### src/rtl/multiplexed_adc_window_sum_assert.svh
// Assertion macros used by the sampler RTL.
`ifndef MULTIPLEXED_ADC_WINDOW_SUM_ASSERT_SVH
`define MULTIPLEXED_ADC_WINDOW_SUM_ASSERT_SVH

// Check that a condition holds in the same cycle as its trigger.
`define MAWS_ASSERT_NOW(lbl, clk, rst, ante, cons, msg) \
  lbl: assert property (@(posedge clk) disable iff (rst) (ante) |-> (cons)) \
    else $error(msg);

// Check that a condition holds in the cycle after its trigger.
`define MAWS_ASSERT_NEXT(lbl, clk, rst, ante, cons, msg) \
  lbl: assert property (@(posedge clk) disable iff (rst) (ante) |=> (cons)) \
    else $error(msg);

`endif

### src/rtl/maws_pkg.sv
`default_nettype none
package maws_pkg;

  localparam int NUM_CH          = 3;
  localparam int SUM_BITS        = 16;
  localparam int SAMPLE_DEPTH_DEF = 8;
  localparam int SAMPLE_BITS_DEF  = 10;
  localparam int IN_SAMPLE_BITS  = 10;

  // Item codes
  localparam logic MODE_SAMPLE = 1'b0;
  localparam logic MODE_QUERY  = 1'b1;

  // Channel codes
  localparam logic [1:0] CH_POT     = 2'd0;
  localparam logic [1:0] CH_TEMP    = 2'd1;
  localparam logic [1:0] CH_PRES    = 2'd2;
  localparam logic [1:0] CH_INVALID = 2'd3;

  typedef enum logic [1:0] {
    ST_IDLE = 2'b01,
    ST_WALK = 2'b10
  } state_t;

endpackage
`default_nettype wire

### src/rtl/maws_cell.sv
`default_nettype none
// One slot of the sample ring: one entry per channel, each handed on to the
// next cell when its channel shifts.
module maws_cell #(
  parameter int SAMPLE_BITS = maws_pkg::SAMPLE_BITS_DEF
) (
  input  logic                                        clk,
  input  logic                                        rst,
  input  logic [maws_pkg::NUM_CH-1:0]                 shift_en,
  input  logic [maws_pkg::NUM_CH-1:0][SAMPLE_BITS-1:0] din,
  output logic [maws_pkg::NUM_CH-1:0][SAMPLE_BITS-1:0] q
);
  import maws_pkg::*;

  // Advance each channel's entry independently
  always_ff @(posedge clk) begin
    if (rst) begin
      q <= '0;
    end else begin
      for (int c = 0; c < NUM_CH; c++) begin
        if (shift_en[c]) begin
          q[c] <= din[c];
        end
      end
    end
  end

endmodule
`default_nettype wire

### src/rtl/maws_accum.sv
`default_nettype none
// Running sum for a window walk, wrapping at the sum width.
module maws_accum #(
  parameter int SAMPLE_BITS = maws_pkg::SAMPLE_BITS_DEF
) (
  input  logic                          clk,
  input  logic                          clear,
  input  logic                          add_en,
  input  logic [SAMPLE_BITS-1:0]        addend,
  output logic [maws_pkg::SUM_BITS-1:0] sum
);
  import maws_pkg::*;

  // Clear at the start of a walk, then add one entry per cycle while add_en is high
  always_ff @(posedge clk) begin
    if (clear) begin
      sum <= '0;
    end else if (add_en) begin
      sum <= sum + SUM_BITS'(addend);
    end
  end

endmodule
`default_nettype wire

### src/rtl/multiplexed_adc_window_sum.sv
`default_nettype none
// Channel  | Direction | Ports
// command  | in/out    | start, mode, sample, query_channel in; busy out
// result   | out       | done, written_channel, window_sum, next_channel
//
// A sample transfer shifts into the channel's row of cells; done pulses in the
// next cycle and busy stays low, so samples may come every cycle.
// A query rotates the channel's row once round the chain, one entry a cycle into
// the accumulator while busy is high; done pulses in the cycle after the last
// entry is added, and the next transfer can come once busy falls.
// Reset (rst, synchronous) clears all samples and the channel; the receiver cannot stall.
module multiplexed_adc_window_sum #(
  parameter int SAMPLE_DEPTH = maws_pkg::SAMPLE_DEPTH_DEF,
  parameter int SAMPLE_BITS  = maws_pkg::SAMPLE_BITS_DEF
) (
  input  logic                                 clk,
  input  logic                                 rst,
  input  logic                                 start,
  output logic                                 busy,
  input  logic                                 mode,
  input  logic [maws_pkg::IN_SAMPLE_BITS-1:0]  sample,
  input  logic [1:0]                           query_channel,
  output logic                                 done,
  output logic [1:0]                           written_channel,
  output logic [maws_pkg::SUM_BITS-1:0]        window_sum,
  output logic [1:0]                           next_channel
);
  import maws_pkg::*;

  `include "multiplexed_adc_window_sum_assert.svh"

  localparam int CNT_W = (SAMPLE_DEPTH > 1) ? $clog2(SAMPLE_DEPTH) : 1;

  state_t                                state;
  state_t                                state_next;
  logic [CNT_W-1:0]                      walk_cnt;
  logic [1:0]                            cur_ch;
  logic [1:0]                            q_ch;
  logic                                  show_sum;
  logic                                  accept;
  logic                                  take_sample;
  logic                                  take_query;
  logic                                  walk_last;
  logic                                  q_valid;
  logic [NUM_CH-1:0]                     shift_en;
  logic [NUM_CH-1:0][SAMPLE_BITS-1:0]    head_din;
  logic [NUM_CH-1:0][SAMPLE_BITS-1:0]    cell_q [SAMPLE_DEPTH];
  logic [SAMPLE_BITS-1:0]                tail_val;
  logic [SUM_BITS-1:0]                   acc_sum;

  assign busy        = (state == ST_WALK);
  assign accept      = start && !busy;
  assign take_sample = accept && (mode == MODE_SAMPLE);
  assign take_query  = accept && (mode == MODE_QUERY);
  assign walk_last   = (walk_cnt == CNT_W'(SAMPLE_DEPTH - 1));
  assign q_valid     = (q_ch != CH_INVALID);

  // Pick which channel rows advance this cycle
  always_comb begin
    shift_en = '0;
    if (take_sample && (cur_ch != CH_INVALID)) begin
      shift_en[cur_ch] = 1'b1;
    end else if (busy && q_valid) begin
      shift_en[q_ch] = 1'b1;
    end
  end

  // Feed the head cell: new sample on a transfer, else wrap the tail round
  always_comb begin
    for (int c = 0; c < NUM_CH; c++) begin
      head_din[c] = take_sample ? SAMPLE_BITS'(sample) : cell_q[SAMPLE_DEPTH-1][c];
    end
  end

  genvar i;
  generate
    for (i = 0; i < SAMPLE_DEPTH; i++) begin : g_cell
      maws_cell #(
        .SAMPLE_BITS(SAMPLE_BITS)
      ) u_cell (
        .clk      (clk),
        .rst      (rst),
        .shift_en (shift_en),
        .din      ((i == 0) ? head_din : cell_q[(i == 0) ? 0 : i - 1]),
        .q        (cell_q[i])
      );
    end
  endgenerate

  // Tail entry of the queried channel, zero for the invalid code
  assign tail_val = q_valid ? cell_q[SAMPLE_DEPTH-1][q_ch] : '0;

  maws_accum #(
    .SAMPLE_BITS(SAMPLE_BITS)
  ) u_accum (
    .clk    (clk),
    .clear  (take_query),
    .add_en (busy),
    .addend (tail_val),
    .sum    (acc_sum)
  );

  // Sequence the walk
  always_comb begin
    state_next = state;
    unique case (state)
      ST_IDLE: begin
        if (take_query) state_next = ST_WALK;
      end
      ST_WALK: begin
        if (walk_last) state_next = ST_IDLE;
      end
      default: state_next = ST_IDLE;
    endcase
  end

  // Hold control state, count walk steps, advance the channel
  always_ff @(posedge clk) begin
    if (rst) begin
      state    <= ST_IDLE;
      walk_cnt <= '0;
      cur_ch   <= CH_POT;
      done     <= 1'b0;
      show_sum <= 1'b0;
    end else begin
      state <= state_next;
      done  <= take_sample || (busy && walk_last);
      if (take_sample) begin
        show_sum <= 1'b0;
        priority if (cur_ch == CH_POT) cur_ch <= CH_TEMP;
        else if (cur_ch == CH_TEMP) cur_ch <= CH_PRES;
        else cur_ch <= CH_POT;
      end else if (busy && walk_last) begin
        show_sum <= 1'b1;
      end
      if (take_query) begin
        walk_cnt <= '0;
      end else if (busy) begin
        walk_cnt <= walk_cnt + 1'b1;
      end
    end
  end

  // Capture per-item payload for the result transfer
  always_ff @(posedge clk) begin
    if (take_query) begin
      q_ch            <= query_channel;
      written_channel <= CH_POT;
      next_channel    <= cur_ch;
    end else if (take_sample) begin
      written_channel <= cur_ch;
      priority if (cur_ch == CH_POT) next_channel <= CH_TEMP;
      else if (cur_ch == CH_TEMP) next_channel <= CH_PRES;
      else next_channel <= CH_POT;
    end
  end

  assign window_sum = show_sum ? acc_sum : '0;

  `MAWS_ASSERT_NEXT(a_sample_done, clk, rst, take_sample, done && !busy, "sample transfer without result")
  `MAWS_ASSERT_NEXT(a_query_walk, clk, rst, take_query, busy && (walk_cnt == '0), "query did not start walk")
  `MAWS_ASSERT_NOW(a_chan_valid, clk, rst, 1'b1, cur_ch != CH_INVALID, "current channel invalid")
  `MAWS_ASSERT_NEXT(a_walk_end, clk, rst, busy && walk_last, done && show_sum && !busy, "walk end without result")

endmodule
`default_nettype wire

### config.mk
export PLATFORM = sky130hd
export DESIGN_NAME = multiplexed_adc_window_sum
export DESIGN_NICKNAME = d
export VERILOG_FILES = /design/src/rtl/maws_pkg.sv /design/src/rtl/maws_cell.sv /design/src/rtl/maws_accum.sv /design/src/rtl/multiplexed_adc_window_sum.sv
export VERILOG_INCLUDE_DIRS = /design/src /design/src/rtl
export SDC_FILE = /design/constraint.sdc
export NUM_CORES = 1
export LEC_CHECK = 0
export BUFFER_PORTS_ARGS = -buffer_cell sky130_fd_sc_hd__buf_4
export CAP_MARGIN = 25
export CORE_MARGIN = 1
export CORE_UTILIZATION = 45
export DETAILED_ROUTE_END_ITERATION = 6
export PLACE_DENSITY = 0.58
export SYNTH_ARGS = -nofsm -noshare
export SYNTH_HDL_FRONTEND = slang
export SYNTH_SLANG_ARGS = --single-unit
### constraint.sdc
create_clock -name clk -period 7.2 [get_ports clk]
set_clock_uncertainty 0.1 [all_clocks]
set_input_delay 0.36 -clock clk [delete_from_list [all_inputs] [get_ports clk]]
set_output_delay 0.36 -clock clk [all_outputs]
set_load 0.01 [all_outputs]
==> metrics.yaml <==
status:
  outcome: "finished, final reports clean"
timing:
  finalHoldViolations: 0
  finalCritPeriodShare_pct: 49.6
  final.min_clock_period_ns: 3.57
  slew_viol_final: 0
  rsz0062_at_grt: "no"
  finalSetupViolations: 0
  max_freq_ghz: 0.280
  finalSetupTns_ns: 0
  tightest_slew_ns: 0.883
  relSlewSlack_pct: 41.1
placement:
  place_inst: 1533
  placed_cell_area_um2: 10700
  gp_congestion: 0.858
  io_buffer_count: 37
  post-dp-hpwl_mm: 13.4
floorplanning:
  die_y_um: 154
  num_io_pins: 38
  die_area_um2: 23700
  rows: 55
  core_area_um2: 22600
  start_util_pct: 45.9
  die_width_um: 154
power:
  powerDensity_nw_per_um2: 262
  p_int_uw: 2380
  switchingPower_uw: 690
  pwr-share-seq_pct: 49.7
  leakage_uw: 0.00391
  p_sw_share_pct: 22.4
  p_total_uw: 3070
  peakVddDrop_mv: 0.171
  clockPowerShare_pct: 46.7
  pwr-share-comb_pct: 3.6
synth:
  ys_types: 55
  synth-seq-cells: 271
  yosysTopAreaCellShare_pct: 51.4
  synth_flop_cell: "dfxtp_1"
  syn_nets: 1327
  synthArstFlopShare_pct: 0
  synth_area_leaders: "dfxtp_1 51%, nand2_1 18%, a21oi_1 11%"
  ys_seq_area_share_pct: 52.6
  netlist_area_um2: 10400
  syn-instance-count: 1298
  syn_area_per_cell_um2: 8.01
  ys.warnings.count: 0
  yosys.area.top_type: "dfxtp_1"
  synth_edf_count: 4
critical_path:
  crit_top_cell: "nand2_1"
  r2r_slack_ns: 3.63
  worstSetupPathType: "reg -> reg"
  r2r_cells: 10
  critPathArrivalTime_ns: 3.90
  cp.required_ns: 7.53
  end_kind: "flip-flop"
  timing.rr.start: "q_ch[1]"
  crit_start: "q_ch[1]"
  max_stage_delay_ns: 0.89
  critPathMaxFanout: 15
  cp_cell_sequence: "nor2b_1 > nand2_1 > o21ai_0 > ha_1 > fa_1 > a21oi_1 > o221ai_1 > a221oi_2 > or4_1 > nand2_1"
  r2r-end: "u_accum.sum[14]"
  crit_slowest_cell: "edfxtp_1"
  critPathLaunchType: "flip-flop"
route:
  top_layer_used: "met4"
  drt_wl_total_mm: 23.2
  dr.pass1.iters: 5
  wl_met1_mm: 11.5
  via_per_inst: 5.23
  wire_per_inst_um: 14.6
  ant_nets: 0
  wl_met3_mm: 1.10
  route.met2.wl_mm: 10.2
  drcViolationCount: 0
  vias: 8303
  drt_iter0_drc: 641
global_routing:
  grt-ovfl-total: 0
  antenna_found_initial: 0
  track_usage_pct: 19.5
  grt_pass1_vias: 7512
  grt_pass1_wl_mm: 38.3
  grt_max_degree: 150
worst_hold_path:
  worst_hold_startpoint: "start"
  hp-class: "in -> reg"
  worstHoldEndpoint: "written_channel[0]"
  hold_depth: 4
finish:
  nets: 1313
  final_core_util_pct: 51.8
  synthToLayoutAreaGrowth_pct: 12.8
  final_common_cell: "nand2_1"
  drive_above_1_share_pct: 8.44
  most-common-layout-cells: "487 x nand2_1, 267 x dfxtp_1, 224 x a21oi_1"
  fin_area_um2: 11700
  num-fill-cells: 2225
  instances_no_fill: 1589
  diodes: 0
clock_network:
  clk_latency_ns: 0.55
  clockBufferDepth: 3
  cts_setup_buffers: 0
  cts_tree: "built"
  cts_buffers: 30
  cts.sink_count: 271
  h-tree-depth: 1
  path_clk_slew_ns: 0.06
  root_buffer: "clkbuf_16"
job:
  cap_violations: 0
==> repair_timing <==
item,in CTS,in global routing
hold buffers,2,0
endpoints found under the hold margin,2,0
resized for setup,0,0
==> synth_stat cells, types with 5 or more instances <==
master    number
a311oi_1      32
nor3_1         5
xnor2_1        6
and2_1        17
inv_1          8
clkbuf_1      63
o21ai_0       16
and3_1         5
nand2_1      487
nor2_1        37
ha_1          12
a21oi_1      224
buf_2         28
nand3_1       12
mux2i_1       14
dfxtp_1      267
==> how the worst max path moves through the flow <==
stage / depth (start not counted) / slack, ns / endpoint
floorplan: 11 / 4.08 / u_accum.sum[14]
global placement: 9 / 3.74 / u_accum.sum[15]
detailed placement: 9 / 3.63 / u_accum.sum[15]
CTS: 9 / 3.63 / u_accum.sum[15]
global route: 9 / 3.19 / u_accum.sum[15]
finish: 10 / 3.63 / u_accum.sum[14]
==> registers in the layout, summed over array words and instances, names as in the netlist <==
name,count
cur_ch,2
done,1
g_cell.u_cell.q,240
next_channel,2
q_ch,2
show_sum,1
state,2
u_accum.sum,16
walk_cnt,3
written_channel,2
==> area by class of cell <==
type	count	area (um2)	area share (%)
clock buffers	40	870	7.42
clock inverters	12	62.6	0.534
inverters	11	41.3	0.352
multi-input cells	922	4520	38.5
flip-flops and latches	271	5470	46.6
well taps	285	357	3.04
repair buffers	48	409	3.49
==> metrics by stage <==
stage	worst slack [ns]	hold slack (ns)
final	3.63	0.0939
after global routing	3.19	0.126
after CTS	3.63	0.0782
after detailed placement	3.63	0.343
after global placement	3.74	0.339
after floorplan	4.08	0.332
==> cells by family after synthesis <==
| logic type | count (synthesis) | synth area share [%] |
|---|---|---|
| simple gates | 586 | 22.7 |
| compound gates | 302 | 16.8 |
| xor+xnor | 6 | 0.506 |
| flops | 271 | 52.6 |
| mux | 15 | 1.46 |
| fa+ha+maj | 13 | 1.64 |
| buf+inv | 105 | 4.27 |
==> critical path, delay by kind of cell (launching register included) <==
family | cells | cell delay, ns
AO/OA/AOI/OAI | 4 | 1.10
AND/OR/NAND/NOR | 4 | 0.74
adder cells (fa/ha/maj) | 2 | 0.63
flip-flops | 1 | 0.89
==> power groups by stage <==
stage | sequential, uW | clock (uW) | combinational, uW
final | 1530 | 1440 | 110
after global routing | 1530 | 1540 | 121
after CTS | 1530 | 1470 | 107
after detailed placement | 1560 | 0 | 107
after global placement | 1560 | 0 | 106
after floorplan | 1560 | 0 | 76.9
==> layer usage <==
layer / GRT usage, % / vias up
met2: 30.3 / 135
met4: 4.90 / 0
met5: 0 / -
met1: 27.9 / 3840
li1: - / 4294
met3: 3.47 / 34
Power figures use the tool's default switching activity.
